File: config.mk
export PLATFORM = sky130hd
export DESIGN_NAME = retransmit_timeout_table
export DESIGN_NICKNAME = d
export VERILOG_FILES = /design/src/design/rtt_pkg.sv /design/src/design/rtt_slot_table.sv /design/src/design/retransmit_timeout_table.sv
export SDC_FILE = /design/constraint.sdc
export NUM_CORES = 1
export LEC_CHECK = 0
export BUFFER_PORTS_ARGS = -buffer_cell sky130_fd_sc_hd__buf_2
export CORE_UTILIZATION = 31
export DETAILED_ROUTE_END_ITERATION = 7
export GPL_ROUTABILITY_DRIVEN = 0
export PLACE_DENSITY = 0.51
export SETUP_SLACK_MARGIN = 0.3
export SYNTH_ARGS = -nofsm -noshare
export SYNTH_HDL_FRONTEND = slang
export SYNTH_SLANG_ARGS = --single-unit
File: constraint.sdc
create_clock -name clk -period 7.1 [get_ports clk]
set_input_delay 1.065 -clock clk [delete_from_list [all_inputs] [get_ports clk]]
set_output_delay 1.065 -clock clk [all_outputs]
set_load 0.01 [all_outputs]
File: src/design/rtt_pkg.sv
// Shared types and constants of the retransmit timeout table.
package rtt_pkg;

	// Sizes
	localparam int SLOTS_DEF = 32;
	localparam int FREE_W    = 6;
	localparam int SLOT_W    = 5;
	localparam int TICK_W    = 16;
	localparam int RETRY_W   = 8;
	localparam int CFG_W     = 16;
	localparam int CFG_IDX_W = 2;

	// Command codes
	localparam logic [1:0] FUNC_TICK    = 2'd0;
	localparam logic [1:0] FUNC_INSERT  = 2'd1;
	localparam logic [1:0] FUNC_RELEASE = 2'd2;

	// Result event codes
	localparam logic [1:0] EV_RESEND  = 2'd0;
	localparam logic [1:0] EV_DROPPED = 2'd1;
	localparam logic [1:0] EV_DONE    = 2'd2;
	localparam logic [1:0] EV_ERROR   = 2'd3;

	// Configuration register indexes
	localparam logic [CFG_IDX_W-1:0] CFG_TIMEOUT   = 2'd0;
	localparam logic [CFG_IDX_W-1:0] CFG_RETRY     = 2'd1;
	localparam logic [CFG_IDX_W-1:0] CFG_RETRY_INI = 2'd2;

	// Reset values of the configuration registers
	localparam logic [TICK_W-1:0]  TIMEOUT_RST   = 16'd10;
	localparam logic [RETRY_W-1:0] RETRY_RST     = 8'd3;
	localparam logic [RETRY_W-1:0] RETRY_INI_RST = 8'd3;

	typedef struct packed {
		logic [1:0]        func;
		logic [SLOT_W-1:0] slot;
		logic              initial_info;
	} cmd_t;

	typedef struct packed {
		logic [1:0]        event_res;
		logic [SLOT_W-1:0] slot_index;
		logic [FREE_W-1:0] free_slots;
		logic              last;
	} res_t;

	typedef struct packed {
		logic [TICK_W-1:0]  timeout_limit;
		logic [RETRY_W-1:0] retry_limit;
		logic [RETRY_W-1:0] retry_limit_initial;
	} cfg_t;

	// One slot entry as held in the slot memory
	typedef struct packed {
		logic               sent;
		logic               ini;
		logic [TICK_W-1:0]  ticks;
		logic [RETRY_W-1:0] retries;
	} entry_t;

	// Requests from the sequencer to the slot table
	typedef struct packed {
		logic walk;
		logic insert;
		logic rel;
		logic ini;
	} tbl_ctl_t;

	// Walk outcome of the slot in the update stage
	typedef struct packed {
		logic emit;
		logic dropped;
	} tbl_stat_t;

	typedef enum logic [1:0] {
		ST_IDLE,
		ST_WALK,
		ST_DRAIN,
		ST_FINISH
	} state_t;

endpackage

File: src/design/rtt_slot_table.sv
// Slot memory with in-use flags and the read-modify-write tick update.
module rtt_slot_table #(
	parameter int SLOTS = rtt_pkg::SLOTS_DEF,
	localparam int AW = (SLOTS > 1) ? $clog2(SLOTS) : 1
) (
	input  logic                 clk,
	input  logic                 arst_n,
	input  rtt_pkg::cfg_t        cfg,
	input  rtt_pkg::tbl_ctl_t    ctl,
	input  logic [AW-1:0]        addr,
	output logic                 hit,
	output rtt_pkg::tbl_stat_t   stat,
	output logic [AW-1:0]        stat_idx
);
	import rtt_pkg::*;

	entry_t             mem [SLOTS];
	logic [SLOTS-1:0]   in_use_q;
	entry_t             rd_s1;
	logic               walk_s1;
	logic [AW-1:0]      idx_s1;

	logic               live_s1;
	logic [TICK_W-1:0]  ticks_inc;
	logic               timed_out;
	logic               resend;
	logic [RETRY_W-1:0] retries_inc;
	logic [RETRY_W-1:0] lim;
	logic               drop;
	entry_t             wb;
	logic               mem_we;
	logic [AW-1:0]      mem_wa;
	entry_t             mem_wd;

	// In-use lookup for insert and release; caller keeps addr in range
	assign hit = in_use_q[addr];

	// Read stage: one slot per cycle during a walk
	always_ff @(posedge clk or negedge arst_n) begin
		if (!arst_n) begin
			walk_s1 <= 1'b0;
		end else begin
			walk_s1 <= ctl.walk;
		end
	end

	always_ff @(posedge clk) begin
		idx_s1 <= addr;
		if (ctl.walk) begin
			rd_s1 <= mem[addr];
		end
	end

	// Update stage: timeout, resend and retry limit
	always_comb begin
		live_s1     = walk_s1 & in_use_q[idx_s1];
		ticks_inc   = (rd_s1.ticks == '1) ? rd_s1.ticks : rd_s1.ticks + TICK_W'(1);
		timed_out   = rd_s1.sent & (ticks_inc > cfg.timeout_limit);
		resend      = ~rd_s1.sent | timed_out;
		retries_inc = (rd_s1.retries == '1) ? rd_s1.retries
			: rd_s1.retries + RETRY_W'(1);
		lim         = rd_s1.ini ? cfg.retry_limit_initial : cfg.retry_limit;
		drop        = resend & (retries_inc > lim);

		wb.sent    = 1'b1;
		wb.ini     = rd_s1.ini;
		wb.ticks   = resend ? '0 : ticks_inc;
		wb.retries = resend ? retries_inc : rd_s1.retries;

		stat.emit    = live_s1 & resend;
		stat.dropped = live_s1 & drop;
		stat_idx     = idx_s1;
	end

	// Write port: insert from idle, write-back from the walk
	always_comb begin
		mem_we = ctl.insert | live_s1;
		mem_wa = ctl.insert ? addr : idx_s1;
		if (ctl.insert) begin
			mem_wd.sent    = 1'b1;
			mem_wd.ini     = ctl.ini;
			mem_wd.ticks   = '0;
			mem_wd.retries = '0;
		end else begin
			mem_wd = wb;
		end
	end

	always_ff @(posedge clk) begin
		if (mem_we) begin
			mem[mem_wa] <= mem_wd;
		end
	end

	// In-use flags
	always_ff @(posedge clk or negedge arst_n) begin
		if (!arst_n) begin
			in_use_q <= '0;
		end else begin
			if (ctl.insert) begin
				in_use_q[addr] <= 1'b1;
			end
			if (ctl.rel) begin
				in_use_q[addr] <= 1'b0;
			end
			if (live_s1 && drop) begin
				in_use_q[idx_s1] <= 1'b0;
			end
		end
	end

endmodule

File: src/design/retransmit_timeout_table.sv
// Top level of the retransmit timeout table: sequencer, config, free count, result register.
//
//  channel   handshake               payload
//  command   start, busy             cmd   (func, slot, initial_info)
//  result    valid                   res   (event_res, slot_index, free_slots, last)
//  config    cfg_we                  cfg_index, cfg_data
//
// Insert, release and error commands leave busy low; the result shows the next
// cycle. A tick walks the slot memory one slot per cycle through a read stage
// and an update stage, holding busy through the walk, drain and finish states;
// its done result follows in the cycle after the finish state.
// Reset clears all slots and loads the config registers with their defaults.
// Results are strobed for one cycle on valid; the receiver cannot stall them.
module retransmit_timeout_table #(
	parameter int SLOTS = rtt_pkg::SLOTS_DEF
) (
	input  logic                            clk,
	input  logic                            arst_n,
	input  logic                            start,
	input  rtt_pkg::cmd_t                   cmd,
	output logic                            busy,
	output logic                            valid,
	output rtt_pkg::res_t                   res,
	input  logic                            cfg_we,
	input  logic [rtt_pkg::CFG_IDX_W-1:0]   cfg_index,
	input  logic [rtt_pkg::CFG_W-1:0]       cfg_data
);
	import rtt_pkg::*;

	localparam int AW = (SLOTS > 1) ? $clog2(SLOTS) : 1;

	cfg_t              cfg_q;
	state_t            state_q, state_d;
	logic [AW-1:0]     ptr_q;
	logic [FREE_W-1:0] free_q, free_d;
	logic              valid_q, valid_d;
	res_t              res_q, res_d;

	logic              accept;
	logic              in_range;
	logic              ins_ok;
	logic              rel_ok;
	logic              hit;
	logic [AW-1:0]     addr;
	tbl_ctl_t          ctl;
	tbl_stat_t         stat;
	logic [AW-1:0]     stat_idx;

	rtt_slot_table #(
		.SLOTS(SLOTS)
	) u_table (
		.clk      (clk),
		.arst_n   (arst_n),
		.cfg      (cfg_q),
		.ctl      (ctl),
		.addr     (addr),
		.hit      (hit),
		.stat     (stat),
		.stat_idx (stat_idx)
	);

	// Config registers
	always_ff @(posedge clk or negedge arst_n) begin
		if (!arst_n) begin
			cfg_q.timeout_limit       <= TIMEOUT_RST;
			cfg_q.retry_limit         <= RETRY_RST;
			cfg_q.retry_limit_initial <= RETRY_INI_RST;
		end else if (cfg_we) begin
			case (cfg_index)
				CFG_TIMEOUT:   cfg_q.timeout_limit       <= cfg_data;
				CFG_RETRY:     cfg_q.retry_limit         <= cfg_data[RETRY_W-1:0];
				CFG_RETRY_INI: cfg_q.retry_limit_initial <= cfg_data[RETRY_W-1:0];
				default: ;
			endcase
		end
	end

	// Command decode
	always_comb begin
		accept   = start & (state_q == ST_IDLE);
		in_range = 32'(cmd.slot) < 32'(SLOTS);
		addr     = (state_q == ST_IDLE) ? AW'(cmd.slot) : ptr_q;
		ins_ok   = accept & (cmd.func == FUNC_INSERT) & in_range & ~hit;
		rel_ok   = accept & (cmd.func == FUNC_RELEASE) & in_range & hit;
	end

	// Next state
	always_comb begin
		state_d = state_q;
		case (state_q)
			ST_IDLE: begin
				if (accept && cmd.func == FUNC_TICK) begin
					state_d = ST_WALK;
				end
			end
			ST_WALK: begin
				if (ptr_q == AW'(SLOTS - 1)) begin
					state_d = ST_DRAIN;
				end
			end
			ST_DRAIN:  state_d = ST_FINISH;
			ST_FINISH: state_d = ST_IDLE;
			default:   state_d = ST_IDLE;
		endcase
	end

	// Sequencer outputs
	always_comb begin
		busy       = (state_q != ST_IDLE);
		ctl.walk   = (state_q == ST_WALK);
		ctl.insert = ins_ok;
		ctl.rel    = rel_ok;
		ctl.ini    = cmd.initial_info;
	end

	// Free count, kept saturating in step with the in-use flags
	always_comb begin
		free_d = free_q;
		if (ins_ok && free_q != '0) begin
			free_d = free_q - FREE_W'(1);
		end else if ((rel_ok || stat.dropped) && free_q < FREE_W'(SLOTS)) begin
			free_d = free_q + FREE_W'(1);
		end
	end

	// Result selection
	always_comb begin
		valid_d          = 1'b0;
		res_d.event_res  = EV_DONE;
		res_d.slot_index = '0;
		res_d.free_slots = free_d;
		res_d.last       = 1'b1;
		if (accept && cmd.func != FUNC_TICK) begin
			valid_d         = 1'b1;
			res_d.event_res = (ins_ok || rel_ok) ? EV_DONE : EV_ERROR;
		end else if (stat.emit) begin
			valid_d          = 1'b1;
			res_d.event_res  = stat.dropped ? EV_DROPPED : EV_RESEND;
			res_d.slot_index = SLOT_W'(stat_idx);
			res_d.last       = 1'b0;
		end else if (state_q == ST_FINISH) begin
			valid_d = 1'b1;
		end
	end

	// Control registers
	always_ff @(posedge clk or negedge arst_n) begin
		if (!arst_n) begin
			state_q <= ST_IDLE;
			ptr_q   <= '0;
			free_q  <= FREE_W'(SLOTS);
			valid_q <= 1'b0;
		end else begin
			state_q <= state_d;
			free_q  <= free_d;
			valid_q <= valid_d;
			if (accept) begin
				ptr_q <= '0;
			end else if (state_q == ST_WALK) begin
				ptr_q <= ptr_q + AW'(1);
			end
		end
	end

	// Result payload
	always_ff @(posedge clk) begin
		res_q <= res_d;
	end

	assign valid = valid_q;
	assign res   = res_q;

endmodule

==> flow_summary.json, run 1 <==
{
  "row_count": 127,
  "dp_hpwl_um": 65200,
  "avgViaCountPerCell": 5.31,
  "setup.worst_path.class": "flop to flop",
  "tightestPinTransition_ns": 1.32,
  "synthesis.nets": 2148,
  "crit_path_end_kind": "flop",
  "cts.hold.buffers_added": 0,
  "grt_max_degree": 127,
  "area_growth_pct": 14.8,
  "ir_worst_vdd_v": 0.000379,
  "die_height_um": 350,
  "die_area_um2": 122000,
  "drive_above_1_share": 0.234,
  "synthArstFlopShare": 0.0857,
  "drt_iter0_markers": 2169,
  "rsz0062_at_grt": "false",
  "finish.net_count": 2227,
  "clock_latency_ns": 0.67,
  "grt_pass1_vias": 20238,
  "clock-sinks": 922,
  "netlist_area_um2": 37500,
  "ys_ff_latch": 922,
  "yosysMostFrequentCell": "edfxtp_1",
  "clkTransAtPathRegs_ns": 0.06,
  "rr_startpoint": "state_q[0]",
  "hold_violations": 0,
  "synthTopCellsByCount": "825 x edfxtp_1, 183 x mux4_2, 122 x nand2_1",
  "ios": 46,
  "ys_warn_count": 0,
  "fp.dieW_um": 350,
  "crit_slowest_cell": "nor2_4",
  "fillers": 11076,
  "powerDensity_nw_per_um2": 465,
  "min_path_type": "input port to asynchronous set/reset pin",
  "slowest_delay_ns": 0.81,
  "dp.cells": 3673,
  "slew_headroom": 0.110,
  "status": "finished clean",
  "port_buffers": 45,
  "p_leak_nw": 13.7,
  "synth_edf_count": 825,
  "clock_path_buffers": 3,
  "setup-tns-final_ns": 0,
  "grt-ovfl-total": 0,
  "grt_pass1_wl_um": 149000,
  "place_ws_ns": 1.40,
  "multiInputGateArea_um2": 10100,
  "cp_common_cell": "buf_4",
  "crit_required_ns": 7.39,
  "syn_inst": 2082,
  "ys.flop_type": "edfxtp_1",
  "avgSynthCellArea_um2": 18.0,
  "wirelength_um": 105000,
  "maxCapViolations": 0,
  "yosysSeqAreaShare": 0.724,
  "cp_data_arrival_time_ns": 5.96,
  "core_um2": 120000,
  "cts_made_buffers": 98,
  "routedWlPerCell_um": 27.2,
  "r2r_slack_ns": 1.43,
  "cp_cell_sequence": "inv_1, ha_1, buf_4, nand2b_4, and2_4, clkinv_8, mux4_2, o22ai_2, a211oi_4, a21oi_4, buf_4, mux2i_1, nor2_4",
  "initial_core_util": 0.312,
  "setup_violations": 0,
  "cp_max_fo": 52,
  "vias": 20438,
  "max_freq_mhz": 176,
  "worstRegToRegCells": 13,
  "cp-start-kind": "flop",
  "cts_setup_buffers": 0,
  "globalRouteTotalUtil": 0.171,
  "yosysTopAreaCell": "edfxtp_1",
  "setup_slack_ns": 1.43,
  "first_pass_iters": 6,
  "period_share": 0.799,
  "final_cell_count_no_fill": 3850,
  "drc": 0,
  "total_power_mw": 20.0,
  "drv_slew": 0,
  "htreeDepth": 3,
  "antenna_found_initial": 4,
  "yosysUniqueCellTypes": 74,
  "cts_tree": "built",
  "cts-root-buf": "clkbuf_16",
  "synth_area_leaders": "edfxtp_1 66%, mux4_2 11%, dfrtp_1 4.8%",
  "synth_top_area_frac": 0.661,
  "ctsResizeCount": 0,
  "detail-route-antenna-nets": 0,
  "layout_min_cycle_time_ns": 5.67,
  "fin_worst_skew_ns": 0.0291,
  "regArea_um2": 27100,
  "reg2reg_to": "u_table.mem[4][1]"
}
==> worst max-delay path: cells and delay by family, from the launching register on <==
kind	cells	cell delay [ns]
and+or+nand+nor	3	1.40
buffers and inverters	4	1.29
muxes	2	0.93
AOI/OAI and AO/OA	3	0.80
DFF	1	0.40
adders and majority gates	1	0.37
==> through the flow <==
stage,hold WS [ns],util,cell area [um2]
global placement,0.489,0.334,40000
floorplan,0.479,-,37500
CTS,0.160,0.359,43000
finish,0.199,0.359,43000
global route,0.174,0.359,43000
detailed placement,0.495,0.334,40000
==> power by group <==
group / leakage [nW] / switching (mW) / total, mW / internal, mW
clock network: 1.45 / 2.09 / 4.84 / 2.74
registers: 8.66 / 0.335 / 7.90 / 7.57
logic: 3.61 / 5.03 / 7.28 / 2.25
total: 13.7 / 7.46 / 20.0 / 12.6
==> area by class of cell <==
| class | count | share of cell area |
|---|---|---|
| Sequential cell | 922 | 0.630 |
| Inverter | 35 | 0.00352 |
| Clock inverter | 47 | 0.00928 |
| Tap cell | 1612 | 0.0469 |
| Antenna cell | 2 | 0.000116 |
| Timing Repair Buffer | 93 | 0.0143 |
| Clock buffer | 128 | 0.0601 |
| Multi-Input combinational cell | 1011 | 0.235 |
==> sequential cells by signal, indices dropped and copies added (netlist names) <==
signal,cells
state_q,2
res,13
cfg_q,32
valid,1
ptr_q,5
u_table.stat_idx,5
u_table.mem,800
u_table.in_use_q,32
u_table.walk_s1,1
free_q,6
u_table.rd_s1,25
==> logic make-up (layout without fill, tap and decap cells) <==
family          after synthesis  after routing  synth area share
flops                       922            922             0.724
buf+inv                     149            303            0.0174
simple gates                403            403            0.0547
other cells                   0              2                 0
mux                         250            250             0.129
fa+ha+maj                    36             36            0.0120
xor+xnor                     26             26           0.00608
compound gates              296            296            0.0576
==> placed cells by master, fill, tap and decap left out, drive strengths merged, types with 8 or more instances in the layout <==
master	n
dfrtp	72
edfxtp	825
xnor2	16
a21oi	19
xor2	10
nand3	43
mux4	183
nand2	122
nor3	20
nor3b	8
ha	36
nor2b	16
a22oi	93
a211oi	10
buf	93
inv	38
mux2i	42
nand3b	9
clkinv	37
nor2	80
or2	8
mux2	25
a31oi	48
o31a	8
a221oi	25
clkbuf	128
and3	25
a311oi	10
nand4	31
dfxtp	18
o21ai	42
==> routing by layer <==
metal  share of wire  global-route usage
met5        0.000076                   0
met2            0.47               0.271
met3           0.064              0.0297
met1            0.43               0.234
met4           0.040              0.0661
==> worst max path at each step <==
stage                 startpoint            endpoint  slack, ns  cells past startpoint
3_5_place_dp          state_q[0]  u_table.mem[17][5]       1.40                     13
6_report              state_q[0]   u_table.mem[4][1]       1.43                     13
3_3_place_gp          state_q[0]   u_table.mem[6][6]       1.49                     13
4_1_cts               state_q[0]  u_table.mem[17][1]       1.39                     13
5_1_grt               state_q[1]   u_table.mem[5][6]       1.10                     13
2_1_floorplan  u_table.rd_s1[12]  u_table.mem[0][10]       2.17                     15
No activity file was read; power rests on OpenSTA's default activity.
==> run 2: changes to the inputs <==
==> constraint.sdc (replaced) <==
create_clock -name clk -period 5.65 [get_ports clk]
set_input_delay 0.8475 -clock clk [delete_from_list [all_inputs] [get_ports clk]]
set_output_delay 0.8475 -clock clk [all_outputs]
set_load 0.01 [all_outputs]
==> run 2 against run 1 <==
  * Wire length rose by 1.5%
  * Global-route usage grew 0.31 points
  * Largest cell class unchanged
  * Critical endpoint is now u_table.mem[7][4]
  * Die area stayed put
  * Final cell count rose by 1.7%
  * Power is 23% higher
  * Register-to-register slack worse by 0.70 ns
  * Setup slack got worse by 0.70 ns
  * Critical path depth grew 5
  * Sequential cell count unchanged
==> flow_summary.json, run 2 (synthesis gave the netlist of run 1 again) <==
{
  "status": "finished clean",
  "cts.hold.buffers_added": 0,
  "final_cell_count_no_fill": 3914,
  "fin_worst_skew_ns": 0.0465,
  "clock-sinks": 922,
  "utilization": 0.365,
  "p_leak_nw": 14.1,
  "finish.net_count": 2282,
  "htreeDepth": 3,
  "setup.worst_path.class": "flop to flop",
  "port_buffers": 45,
  "cp_data_arrival_time_ns": 5.37,
  "powerDensity_nw_per_um2": 565,
  "layout_commonest_cell": "edfxtp_1",
  "reg2reg_to": "u_table.mem[7][4]",
  "cp_common_cell": "and4_1",
  "layout_min_cycle_time_ns": 4.93,
  "antenna_found_initial": 2,
  "dp.cells": 3727,
  "grt_pass1_vias": 21072,
  "cp_cell_sequence": "and4_1, nand4_1, nor2_1, and4_1, a31oi_1, and4_1, xor2_1, ha_1, nand4_1, or3_1, a21o_1, nand3_1, o21a_1, buf_4, nor2b_1, xnor2_1, nor2_2, buf_4",
  "setup_violations": 0,
  "clkTransAtPathRegs_ns": 0.06,
  "cts_tree": "built",
  "cp_max_fo": 32,
  "maxCapViolations": 0,
  "cts-root-buf": "clkbuf_16",
  "hold_violations": 0,
  "min_path_type": "input port to asynchronous set/reset pin",
  "initial_core_util": 0.312,
  "die_height_um": 350,
  "wirelength_um": 106000,
  "ios": 46,
  "grt_max_degree": 153,
  "drt_iter0_markers": 2332,
  "final_cell_mix": "825 x edfxtp_1, 183 x mux4_2, 122 x nand2_1",
  "vias": 20834,
  "max_freq_mhz": 203,
  "tightestPinTransition_ns": 1.45,
  "rsz0062_at_grt": "false",
  "row_count": 127,
  "crit_slowest_cell": "o21a_1",
  "grt-ovfl-total": 0,
  "clock_latency_ns": 0.69,
  "design_area_um2": 43800,
  "dp_hpwl_um": 63500,
  "place_area_um2": 40600,
  "ir_worst_vdd_v": 0.000452,
  "die_area_um2": 122000,
  "first_pass_iters": 5,
  "rr_startpoint": "u_table.rd_s1[11]",
  "clock_path_buffers": 3,
  "largest_register": "u_table.mem",
  "cp-start-kind": "flop",
  "area_growth_pct": 16.8,
  "crit_path_end_kind": "flop",
  "slew_headroom": 0.0248,
  "worstRegToRegCells": 18,
  "largest_reg_flops": 800,
  "crit_required_ns": 6.09,
  "holdWs_ns": 0.368,
  "core_um2": 120000,
  "grt_pass1_wl_um": 153000,
  "detail-route-antenna-nets": 0,
  "slowest_delay_ns": 0.45,
  "setup-tns-final_ns": 0,
  "routedWlPerCell_um": 27.2,
  "r2r_slack_ns": 0.72,
  "drive_above_1_share": 0.256,
  "reg_top3": "u_table.mem: 800 flops, cfg_q: 32 flops, u_table.in_use_q: 32 flops",
  "globalRouteTotalUtil": 0.174,
  "avgViaCountPerCell": 5.32,
  "period_share": 0.872,
  "cts_made_buffers": 99,
  "fp.dieW_um": 350,
  "drc": 0,
  "drv_slew": 0
}
run 2: cell types whose count changed in the layout (fill, tap and decap cells not counted), sizes merged:
cell	previous run	this run
clkinv	37	50
clkbuf	128	124
inv	38	36
buf	93	147
diode	2	1
clkinvlp	2	4
bufinv	5	7
run 2: routing by layer:
metal	GRT usage	wire length (um)	vias up
met3	0.0300	6590	167
met2	0.285	51200	796
met5	0	13	-
met4	0.0467	2580	2
met1	0.238	46000	11076
li1	-	-	8793
run 2: power by group:
group | internal (mW) | switching [mW]
combinational | 2.91 | 5.53
clock | 3.65 | 2.70
sequential | 9.49 | 0.434
total | 16.1 | 8.67
run 2: cell type report:
cell class	instances	area, um2
Fill cell	11138	76200
Sequential cell	922	27100
Multi-Input combinational cell	1011	10100
Clock buffer	124	2660
Tap cell	1612	2020
Timing Repair Buffer	147	1210
Clock inverter	62	532
Inverter	35	151
Antenna cell	1	2.50
run 2: metrics by stage:
stage | power [mW] | setup WS, ns
2_1_floorplan | 15.1 | 0.721
3_3_place_gp | 18.4 | 0.617
3_5_place_dp | 18.5 | 0.509
4_1_cts | 24.9 | 0.491
5_1_grt | 25.8 | 0.379
6_report | 24.7 | 0.724
run 2: worst max-delay path, delay by kind of cell, from the launching register on:
kind	cells	cell delay [ns]
xor gates and xnor gates	2	0.28
and+or+nand+nor	10	2.17
DFF	1	0.43
buffers and inverters	2	0.62
AOI/OAI and AO/OA	3	0.86
adders and majority gates	1	0.30
run 2: worst max path at each step:
stage,depth (start not counted),slack (ns),endpoint,startpoint
after global placement,16,0.62,u_table.mem[2][3],u_table.rd_s1[12]
after floorplan,15,0.72,u_table.mem[0][10],u_table.rd_s1[12]
after CTS,16,0.49,u_table.mem[29][3],u_table.rd_s1[11]
final,18,0.72,u_table.mem[7][4],u_table.rd_s1[11]
after global routing,18,0.38,u_table.mem[7][4],u_table.rd_s1[11]
after detailed placement,16,0.51,u_table.mem[31][3],u_table.rd_s1[11]
run 2: repair_timing:
action,CTS,global route
gates resized for setup,0,4
endpoints found under the setup margin,0,128
setup buffers,0,0
